<file path="config.mk">
export PLATFORM = sky130hd
export DESIGN_NAME = dcep_channel_table_engine_unit
export DESIGN_NICKNAME = d
export VERILOG_FILES = /design/src/rtl/core/dcep_pkg.sv /design/src/rtl/core/dcep_channel_table_engine_unit.sv
export SDC_FILE = /design/constraint.sdc
export NUM_CORES = 1
export LEC_CHECK = 0
export ABC_AREA = 1
export BUFFER_PORTS_ARGS = -buffer_cell sky130_fd_sc_hd__clkbuf_2
export CORE_AREA = 3 3 238 356
export DETAILED_ROUTE_END_ITERATION = 10
export DIE_AREA = 0 0 241 359
export PLACE_DENSITY_LB_ADDON = 0.05
export SYNTH_ARGS = -nofsm -noshare
export SYNTH_HDL_FRONTEND = slang
export SYNTH_SLANG_ARGS = --single-unit
export TNS_END_PERCENT = 5
</file>
<file path="constraint.sdc">
create_clock -name clk -period 6.6 [get_ports clk]
set_clock_uncertainty 0.05 [all_clocks]
set_input_delay 0.66 -clock clk [delete_from_list [all_inputs] [get_ports clk]]
set_output_delay 0.66 -clock clk [all_outputs]
set_load 0.1 [all_outputs]
</file>
<file path="src/rtl/core/dcep_pkg.sv">
`default_nettype none

package dcep_pkg;

  // request kinds on the input channel
  typedef enum logic [1:0] {
    REQ_RECEIVE = 2'd0,
    REQ_LOCAL_OPEN = 2'd1,
    REQ_PEEK = 2'd2,
    REQ_COMMIT = 2'd3
  } req_t;

  // result status codes
  typedef enum logic [2:0] {
    ST_OK = 3'd0,
    ST_PARSE = 3'd1,
    ST_PROTOCOL = 3'd2,
    ST_NOT_IMPL = 3'd3,
    ST_FULL = 3'd4,
    ST_SMALL = 3'd5,
    ST_NO_DATA = 3'd6
  } status_t;

  // sequencer states
  typedef enum logic [1:0] {
    S_IDLE = 2'd0,
    S_SCAN = 2'd1,
    S_ACT = 2'd2
  } state_t;

  // work to do for the current request
  typedef enum logic [2:0] {
    OP_DONE = 3'd0,
    OP_RX_OPEN = 3'd1,
    OP_RX_ACK = 3'd2,
    OP_LOCAL = 3'd3,
    OP_PEEK = 3'd4,
    OP_COMMIT = 3'd5
  } op_t;

  localparam logic [31:0] PPID_CONTROL = 32'd50;
  localparam logic [7:0] MSG_OPEN = 8'd3;
  localparam logic [7:0] MSG_ACK = 8'd2;

  // pending message codes as stored per entry
  localparam logic [1:0] PEND_NONE = 2'd0;
  localparam logic [1:0] PEND_ACK = 2'd2;
  localparam logic [1:0] PEND_OPEN = 2'd3;

  // channel type bits
  localparam logic [7:0] CTYPE_RELI_MASK = 8'h7f;
  localparam logic [7:0] CTYPE_UNORDERED = 8'h80;
  localparam logic [7:0] CTYPE_MAX_RELI = 8'd1;

  // message sizes in bytes
  localparam logic [15:0] OPEN_HDR_BYTES = 16'd12;
  localparam logic [15:0] ACK_BYTES = 16'd1;

endpackage

`default_nettype wire

</file>
<file path="src/rtl/core/dcep_channel_table_engine_unit.sv">
// Data channel table engine: keeps up to MAX_CHANNELS channel entries in one
// synchronous memory. Entries are appended and never freed.
// Input channel (in_valid / in_stall): one request per beat; receive checks a
// parsed control header, local open appends an opening entry, peek reports
// the first pending message, commit clears the pending message of a stream.
// Result channel (out_valid / out_stall): exactly one result beat per request.
// Request flow: accept, then, unless no lookup is needed, a scan of the table
// at one entry read per cycle (memory read port with registered read data),
// then an update step that writes the table and loads the output register.
// One request is in work at a time; a new request is taken as soon as the
// previous one has loaded the output register.
// When out_stall holds a result, the next request may be accepted and scanned,
// but its table update and result wait until the output register is free.
// Reset (rst_n low, synchronous) empties the table by clearing the entry
// count; memory contents are not cleared and need no clearing pass.
`default_nettype none

module dcep_channel_table_engine_unit #(
  parameter int MAX_CHANNELS = 8,
  parameter int LABEL_BYTES = 32
) (
  input wire logic clk,
  input wire logic rst_n,

  input wire logic in_valid,
  output logic in_stall,
  input wire logic [1:0] in_req_type,
  input wire logic [15:0] in_stream_num,
  input wire logic [31:0] in_ppid,
  input wire logic [15:0] in_msg_len,
  input wire logic [7:0] in_msg_type,
  input wire logic [7:0] in_chan_kind,
  input wire logic [31:0] in_reliability,
  input wire logic [15:0] in_lbl_len,
  input wire logic [15:0] in_proto_len,
  input wire logic in_ordered,
  input wire logic [15:0] in_retx_limit,
  input wire logic [15:0] in_out_capacity,

  output logic out_valid,
  input wire logic out_stall,
  output logic [2:0] out_status,
  output logic out_opened,
  output logic [15:0] out_stream,
  output logic [7:0] out_kind,
  output logic [7:0] out_chan_type,
  output logic [15:0] out_retx,
  output logic [4:0] out_lbl_len,
  output logic [5:0] out_len
);

  localparam int CW = $clog2(MAX_CHANNELS + 1);
  localparam int IW = (MAX_CHANNELS > 1) ? $clog2(MAX_CHANNELS) : 1;
  localparam int LW = $clog2(LABEL_BYTES);
  localparam int NW = LW + 5;
  localparam logic [15:0] LAB_MAX16 = 16'(LABEL_BYTES - 1);
  localparam logic [LW-1:0] LAB_MAX = LW'(LABEL_BYTES - 1);
  localparam logic [CW-1:0] FULL_COUNT = CW'(MAX_CHANNELS);

  typedef struct packed {
    logic [15:0] stream;
    logic is_open;
    logic [7:0] ctype;
    logic [15:0] retx;
    logic [LW-1:0] lab;
    logic [1:0] pend;
  } entry_t;

  // channel table memory
  entry_t mem [MAX_CHANNELS];
  entry_t mem_rdata_r;
  entry_t mem_wdata;
  logic mem_re;
  logic mem_we;
  logic [IW-1:0] mem_raddr;
  logic [IW-1:0] mem_waddr;

  // sequencer state
  dcep_pkg::state_t state_r, state_nxt;
  logic [CW-1:0] used_r, used_nxt;
  logic [CW-1:0] issue_r, issue_nxt;
  logic rd_vld_r, rd_vld_nxt;
  logic [IW-1:0] rd_idx_r, rd_idx_nxt;
  logic found_r, found_nxt;

  // latched request payload
  dcep_pkg::op_t op_r, op_nxt;
  dcep_pkg::status_t early_st_r, early_st_nxt;
  logic [15:0] sid_r;
  logic [7:0] ctype_r, ctype_sel;
  logic [15:0] retx_r, retx_sel;
  logic [LW-1:0] lab_r, lab_clip;
  logic unsup_r, unsup_sel;
  logic [15:0] cap_r;

  // output register
  logic out_valid_r, out_valid_nxt;
  dcep_pkg::status_t st_r, st_nxt;
  logic opened_r, opened_nxt;
  logic [15:0] o_stream_r, o_stream_nxt;
  logic [7:0] o_kind_r, o_kind_nxt;
  logic [7:0] o_ctype_r, o_ctype_nxt;
  logic [15:0] o_retx_r, o_retx_nxt;
  logic [4:0] o_lab_r, o_lab_nxt;
  logic [5:0] o_len_r, o_len_nxt;

  logic in_acc;
  logic out_free;
  logic table_full;
  logic scan_match;
  logic hdr_bad;
  logic [16:0] lab_prot_sum;
  logic [16:0] open_body;
  logic [NW-1:0] need;
  logic [NW-1:0] open_need;
  logic [NW:0] lab_ext;

  assign in_stall = (state_r != dcep_pkg::S_IDLE);
  assign in_acc = in_valid && !in_stall;
  assign out_free = !out_valid_r || !out_stall;
  assign table_full = (used_r == FULL_COUNT);

  // open header consistency: label plus protocol must fit the body
  assign lab_prot_sum = {1'b0, in_lbl_len} + {1'b0, in_proto_len};
  assign open_body = {1'b0, in_msg_len - dcep_pkg::OPEN_HDR_BYTES};
  assign hdr_bad = (in_msg_len < dcep_pkg::OPEN_HDR_BYTES) || (lab_prot_sum > open_body);

  // label length clipped to the label buffer
  assign lab_clip = (in_lbl_len >= LAB_MAX16) ? LAB_MAX : in_lbl_len[LW-1:0];

  // request classification at accept
  always_comb begin
    op_nxt = dcep_pkg::OP_DONE;
    early_st_nxt = dcep_pkg::ST_OK;
    ctype_sel = in_chan_kind;
    retx_sel = in_reliability[15:0];
    unsup_sel = ((in_chan_kind & dcep_pkg::CTYPE_RELI_MASK) > dcep_pkg::CTYPE_MAX_RELI) ||
                (|in_reliability[31:16]);
    case (dcep_pkg::req_t'(in_req_type))
      dcep_pkg::REQ_RECEIVE: begin
        if (in_ppid != dcep_pkg::PPID_CONTROL) begin
          op_nxt = dcep_pkg::OP_DONE;
        end else if (in_msg_len == 16'd0) begin
          early_st_nxt = dcep_pkg::ST_PARSE;
        end else if (in_msg_type == dcep_pkg::MSG_OPEN) begin
          if (hdr_bad) begin
            early_st_nxt = dcep_pkg::ST_PARSE;
          end else begin
            op_nxt = dcep_pkg::OP_RX_OPEN;
          end
        end else if (in_msg_type == dcep_pkg::MSG_ACK) begin
          op_nxt = dcep_pkg::OP_RX_ACK;
        end else begin
          early_st_nxt = dcep_pkg::ST_PROTOCOL;
        end
      end
      dcep_pkg::REQ_LOCAL_OPEN: begin
        op_nxt = dcep_pkg::OP_LOCAL;
        ctype_sel = {~in_ordered, 6'd0, |in_retx_limit};
        retx_sel = in_retx_limit;
      end
      dcep_pkg::REQ_PEEK: begin
        op_nxt = dcep_pkg::OP_PEEK;
      end
      dcep_pkg::REQ_COMMIT: begin
        op_nxt = dcep_pkg::OP_COMMIT;
      end
      default: begin
        op_nxt = dcep_pkg::OP_DONE;
      end
    endcase
  end

  // hit test on the entry read last cycle
  assign scan_match = (op_r == dcep_pkg::OP_PEEK) ? (mem_rdata_r.pend != dcep_pkg::PEND_NONE)
                                                  : (mem_rdata_r.stream == sid_r);

  // size of the peeked message
  assign lab_ext = {6'd0, mem_rdata_r.lab};
  assign open_need = NW'(dcep_pkg::OPEN_HDR_BYTES) + NW'(mem_rdata_r.lab);
  assign need = (mem_rdata_r.pend == dcep_pkg::PEND_ACK) ? NW'(dcep_pkg::ACK_BYTES) : open_need;

  // next state, memory access and result
  always_comb begin
    state_nxt = state_r;
    used_nxt = used_r;
    issue_nxt = issue_r;
    rd_vld_nxt = 1'b0;
    rd_idx_nxt = rd_idx_r;
    found_nxt = found_r;
    mem_re = 1'b0;
    mem_raddr = issue_r[IW-1:0];
    mem_we = 1'b0;
    mem_waddr = rd_idx_r;
    mem_wdata = mem_rdata_r;
    out_valid_nxt = out_valid_r && out_stall;
    st_nxt = st_r;
    opened_nxt = opened_r;
    o_stream_nxt = o_stream_r;
    o_kind_nxt = o_kind_r;
    o_ctype_nxt = o_ctype_r;
    o_retx_nxt = o_retx_r;
    o_lab_nxt = o_lab_r;
    o_len_nxt = o_len_r;
    case (state_r)
      dcep_pkg::S_IDLE: begin
        issue_nxt = '0;
        found_nxt = 1'b0;
        if (in_acc) begin
          if (op_nxt == dcep_pkg::OP_DONE || op_nxt == dcep_pkg::OP_LOCAL) begin
            state_nxt = dcep_pkg::S_ACT;
          end else begin
            state_nxt = dcep_pkg::S_SCAN;
          end
        end
      end
      dcep_pkg::S_SCAN: begin
        if (rd_vld_r && scan_match) begin
          found_nxt = 1'b1;
          state_nxt = dcep_pkg::S_ACT;
        end else if (issue_r < used_r) begin
          mem_re = 1'b1;
          rd_vld_nxt = 1'b1;
          rd_idx_nxt = issue_r[IW-1:0];
          issue_nxt = issue_r + 1'b1;
        end else begin
          state_nxt = dcep_pkg::S_ACT;
        end
      end
      dcep_pkg::S_ACT: begin
        if (out_free) begin
          state_nxt = dcep_pkg::S_IDLE;
          out_valid_nxt = 1'b1;
          st_nxt = dcep_pkg::ST_OK;
          opened_nxt = 1'b0;
          o_stream_nxt = '0;
          o_kind_nxt = '0;
          o_ctype_nxt = '0;
          o_retx_nxt = '0;
          o_lab_nxt = '0;
          o_len_nxt = '0;
          // new entry for an append
          mem_wdata.stream = sid_r;
          mem_wdata.ctype = ctype_r;
          mem_wdata.retx = retx_r;
          mem_wdata.lab = lab_r;
          case (op_r)
            dcep_pkg::OP_DONE: begin
              st_nxt = early_st_r;
            end
            dcep_pkg::OP_RX_OPEN: begin
              if (found_r) begin
                mem_wdata = mem_rdata_r;
                mem_wdata.pend = dcep_pkg::PEND_ACK;
                mem_we = 1'b1;
              end else if (unsup_r) begin
                st_nxt = dcep_pkg::ST_NOT_IMPL;
              end else if (table_full) begin
                st_nxt = dcep_pkg::ST_FULL;
              end else begin
                mem_wdata.is_open = 1'b1;
                mem_wdata.pend = dcep_pkg::PEND_ACK;
                mem_waddr = used_r[IW-1:0];
                mem_we = 1'b1;
                used_nxt = used_r + 1'b1;
                opened_nxt = 1'b1;
              end
            end
            dcep_pkg::OP_RX_ACK: begin
              if (found_r && !mem_rdata_r.is_open) begin
                mem_wdata = mem_rdata_r;
                mem_wdata.is_open = 1'b1;
                mem_we = 1'b1;
                opened_nxt = 1'b1;
              end
            end
            dcep_pkg::OP_LOCAL: begin
              if (table_full) begin
                st_nxt = dcep_pkg::ST_FULL;
              end else begin
                mem_wdata.is_open = 1'b0;
                mem_wdata.pend = dcep_pkg::PEND_OPEN;
                mem_waddr = used_r[IW-1:0];
                mem_we = 1'b1;
                used_nxt = used_r + 1'b1;
              end
            end
            dcep_pkg::OP_PEEK: begin
              if (!found_r) begin
                st_nxt = dcep_pkg::ST_NO_DATA;
              end else if (cap_r < 16'(need)) begin
                st_nxt = dcep_pkg::ST_SMALL;
              end else begin
                o_stream_nxt = mem_rdata_r.stream;
                o_kind_nxt = {6'd0, mem_rdata_r.pend};
                o_len_nxt = need[5:0];
                if (mem_rdata_r.pend != dcep_pkg::PEND_ACK) begin
                  o_ctype_nxt = mem_rdata_r.ctype;
                  o_retx_nxt = mem_rdata_r.retx;
                  o_lab_nxt = lab_ext[4:0];
                end
              end
            end
            dcep_pkg::OP_COMMIT: begin
              if (found_r) begin
                mem_wdata = mem_rdata_r;
                mem_wdata.pend = dcep_pkg::PEND_NONE;
                mem_we = 1'b1;
              end
            end
            default: begin
              st_nxt = early_st_r;
            end
          endcase
        end
      end
      default: begin
        state_nxt = dcep_pkg::S_IDLE;
      end
    endcase
  end

  // table memory, one write and one registered read port
  always_ff @(posedge clk) begin
    if (mem_we) begin
      mem[mem_waddr] <= mem_wdata;
    end
    if (mem_re) begin
      mem_rdata_r <= mem[mem_raddr];
    end
  end

  // control registers
  always_ff @(posedge clk) begin
    if (!rst_n) begin
      state_r <= dcep_pkg::S_IDLE;
      used_r <= '0;
      issue_r <= '0;
      rd_vld_r <= 1'b0;
      found_r <= 1'b0;
      out_valid_r <= 1'b0;
    end else begin
      state_r <= state_nxt;
      used_r <= used_nxt;
      issue_r <= issue_nxt;
      rd_vld_r <= rd_vld_nxt;
      found_r <= found_nxt;
      out_valid_r <= out_valid_nxt;
    end
  end

  // request payload, captured on an accepted beat
  always_ff @(posedge clk) begin
    rd_idx_r <= rd_idx_nxt;
    if (in_acc) begin
      op_r <= op_nxt;
      early_st_r <= early_st_nxt;
      sid_r <= in_stream_num;
      ctype_r <= ctype_sel;
      retx_r <= retx_sel;
      lab_r <= lab_clip;
      unsup_r <= unsup_sel;
      cap_r <= in_out_capacity;
    end
  end

  // result payload
  always_ff @(posedge clk) begin
    st_r <= st_nxt;
    opened_r <= opened_nxt;
    o_stream_r <= o_stream_nxt;
    o_kind_r <= o_kind_nxt;
    o_ctype_r <= o_ctype_nxt;
    o_retx_r <= o_retx_nxt;
    o_lab_r <= o_lab_nxt;
    o_len_r <= o_len_nxt;
  end

  assign out_valid = out_valid_r;
  assign out_status = st_r;
  assign out_opened = opened_r;
  assign out_stream = o_stream_r;
  assign out_kind = o_kind_r;
  assign out_chan_type = o_ctype_r;
  assign out_retx = o_retx_r;
  assign out_lbl_len = o_lab_r;
  assign out_len = o_len_r;

endmodule

`default_nettype wire
</file>
==> out/qor.txt <==
CTS resizes - 0
Post-Synthesis Cell Area - 24,500 um^2
DR iter-0 viols - 906
Slew @ Worst Pin - 1.10 ns
H-tree depth - 2
Final Hold Fails - 0
final setup violating endpoints - 0
# rows - 128
Syn Area/Cell - 11.9 um^2
root buf cell - clkbuf_16
# IOs - 248
initial antenna violation count - 1
CP max stage delay - 0.90 ns
core outline area - 81,700 um^2
Port Buffers - 241
Startpoint Class - register
cts hold-fix bufs - 0
ordered cell list for the critical path - inv_2 > nor2_1 > inv_2 > nor2_4 > nand2_1 > nor2_1 > inv_1 > o21ai_0 > nand2_1 > nor2_4 > buf_4
unrepaired setup endpoints after global routing - false
FF+latch count, synth - 572
layout net count - 2,523
Routed WL per cell - 22.3 um
diode count - 0
clk_lat worst skew - 0.64 ns
Synth Flop Type - edfxtp_1
clk sink count - 572
Synth cell types - 53
DP HPWL - 49,400 um
pwr dens - 291 nW/um^2
Worst EP required - 6.82 ns
area delta synth->final - 17.5%
final number of max-transition violations - 0
Worst Hold Class - input port to register
Tcrit/Tclk final - 0.589
Yosys warnings - 0
global-route wire length before repair - 111,000 um
Crit Path Category - register to register
total power - 8.37 mW
maximum clock rate - 257 MHz
Pleak - 10.5 nW
setup_tns - 0 ns
WP buf/inv - 4
Pre-antenna DRT Iters - 5
hold path cells - 1
peak supply drop - 0.190 mV
drt drc - 0
Initial Utilization - 0.300
Clock Tree Buf Depth - 3
hold_sp - in_out_capacity[7]
status - finished, final reports clean
Crit-path slowest cell - nor2_4
vias in the first global route - 17,100
critical path depth in cells - 11
largest net degree at the start of global routing - 120
CP Launch Point - state_r[1]$_SDFFE_PN0P_
Via density - 4.81
TritonCTS clock tree - done
RD Place Congestion - 0.791
post-CTS setup buffer count - 0
Slew headroom - 0.268
Max Cap Viol - 0
grt total ovfl - 0
total wire length - 75,400 um
die boundary width - 241 um
Die ar. - 86,500 um^2
cts bufs inserted - 59
fillers - 8,169
most frequent cells in the layout - edfxtp_1, nor2_1, o21ai_0, clkbuf_2, inv_1
Final ANT Viol Nets - 0
Final min period - 3.88 ns
R2R cell count - 11
GRT Util Overall - 0.172
sequential cell area fraction in the yosys report - 0.696
Reg-to-Reg Start - state_r[1]$_SDFFE_PN0P_
Synth Instances - 2,055
Crit Path Max Fanout - 28
Top Family by Delay on Critical Path - simple AND/OR/NAND/NOR gates
Setup crit end kind - register
commonest non-fill, non-tap cell in the layout - edfxtp_1
Post-synth EDFFs - 559
via count of the routed design - 16,300
CP Data Arrival Time - 4.11 ns
clock slew at reported path FFs - 0.06 ns
Post-synth ARST share - 0
Die Y - 359 um
layout cells sized above 1 - 0.184
path summary, 6_finish.rpt:
kind | to | slack (ns)
max reg2reg | mem[1][7]$_DFFE_PP_ | 2.72
min | cap_r[7]$_DFFE_PP_ | 0.17
max | mem[1][7]$_DFFE_PP_ | 2.72
min reg2reg | out_valid$_SDFF_PN0_ | 0.49
per-layer routing:
layer | global-route usage | wire length [um] | vias up
li1 | - | - | 7788
met1 | 0.200 | 29800 | 8042
met2 | 0.322 | 40700 | 338
met3 | 0.0235 | 2550 | 103
met4 | 0.0548 | 2340 | 0
met5 | 0 | 0 | -
cell type report:
class	instances	area (um^2)	share of cell area
well taps	1040	1300	0.0452
inverters	160	604	0.0210
clock buffers	76	1580	0.0550
multi-input cells	1225	6460	0.225
repair buffers	275	1490	0.0517
clock inverters	32	272	0.00944
flip-flops and latches	572	17100	0.593
Yosys cell counts, types with 4 or more instances:
cell | n | share of area
a21oi_1 | 35 | 0.0072
a221oi_1 | 4 | 0.0014
a31oi_1 | 50 | 0.013
buf_1 | 8 | 0.0012
buf_2 | 12 | 0.0025
buf_4 | 11 | 0.0034
clkbuf_1 | 69 | 0.011
dfxtp_1 | 13 | 0.011
edfxtp_1 | 559 | 0.69
ha_1 | 46 | 0.024
inv_1 | 146 | 0.022
inv_2 | 14 | 0.0021
nand2_1 | 115 | 0.018
nand3_1 | 39 | 0.0080
nand3_2 | 20 | 0.0082
nand3b_1 | 4 | 0.0012
nand4_1 | 16 | 0.0041
nor2_1 | 455 | 0.070
nor2_2 | 5 | 0.0013
nor3_1 | 12 | 0.0025
nor4_1 | 17 | 0.0043
o211ai_1 | 6 | 0.0018
o21a_1 | 4 | 0.0012
o21ai_0 | 241 | 0.049
o21ai_1 | 25 | 0.0051
o22ai_1 | 51 | 0.013
o32ai_1 | 7 | 0.0025
xnor2_1 | 9 | 0.0032
xor2_1 | 27 | 0.0097
registers in the layout (all words and copies together), names as in the netlist, 2 cells and up:
name / count
out_retx: 16
lab_r: 5
mem: 384
lab_ext: 5
cap_r: 16
retx_r: 16
ctype_r: 8
out_stream: 16
op_r: 3
state_r: 2
issue_r: 4
mem_rdata_r: 43
sid_r: 16
early_st_r: 2
out_lbl_len: 5
used_r: 4
rd_idx_r: 3
out_len: 6
out_status: 3
out_chan_type: 8
out_kind: 2
where the power goes:
group          internal [mW]  switching [mW]  total, mW
Sequential              4.15          0.0448       4.19
Clock                   1.84            1.42       3.26
Combinational          0.194           0.720      0.914
metrics by stage:
step                       util  setup WS [ns]  cell area (um^2)  hold slack [ns]  instances
final                     0.352           2.72             28800            0.172       3380
after global routing      0.352           2.28             28800            0.137       3380
after CTS                 0.352           2.62             28800            0.115       3380
after detailed placement  0.329           2.30             26900            0.479       3272
after global placement    0.329           2.35             26900            0.467       3272
after floorplan               -           2.13             24500            0.381       2060
logic make-up after synthesis:
family	after synthesis	synth area share
DFF	572	0.696
xor gates and xnor gates	36	0.0129
and+or+nand+nor	698	0.122
buffers and inverters	263	0.0436
other	1	0.000153
adders and majority gates	47	0.0243
AOI/OAI and AO/OA	438	0.100
Power figures use the tool's default switching activity.
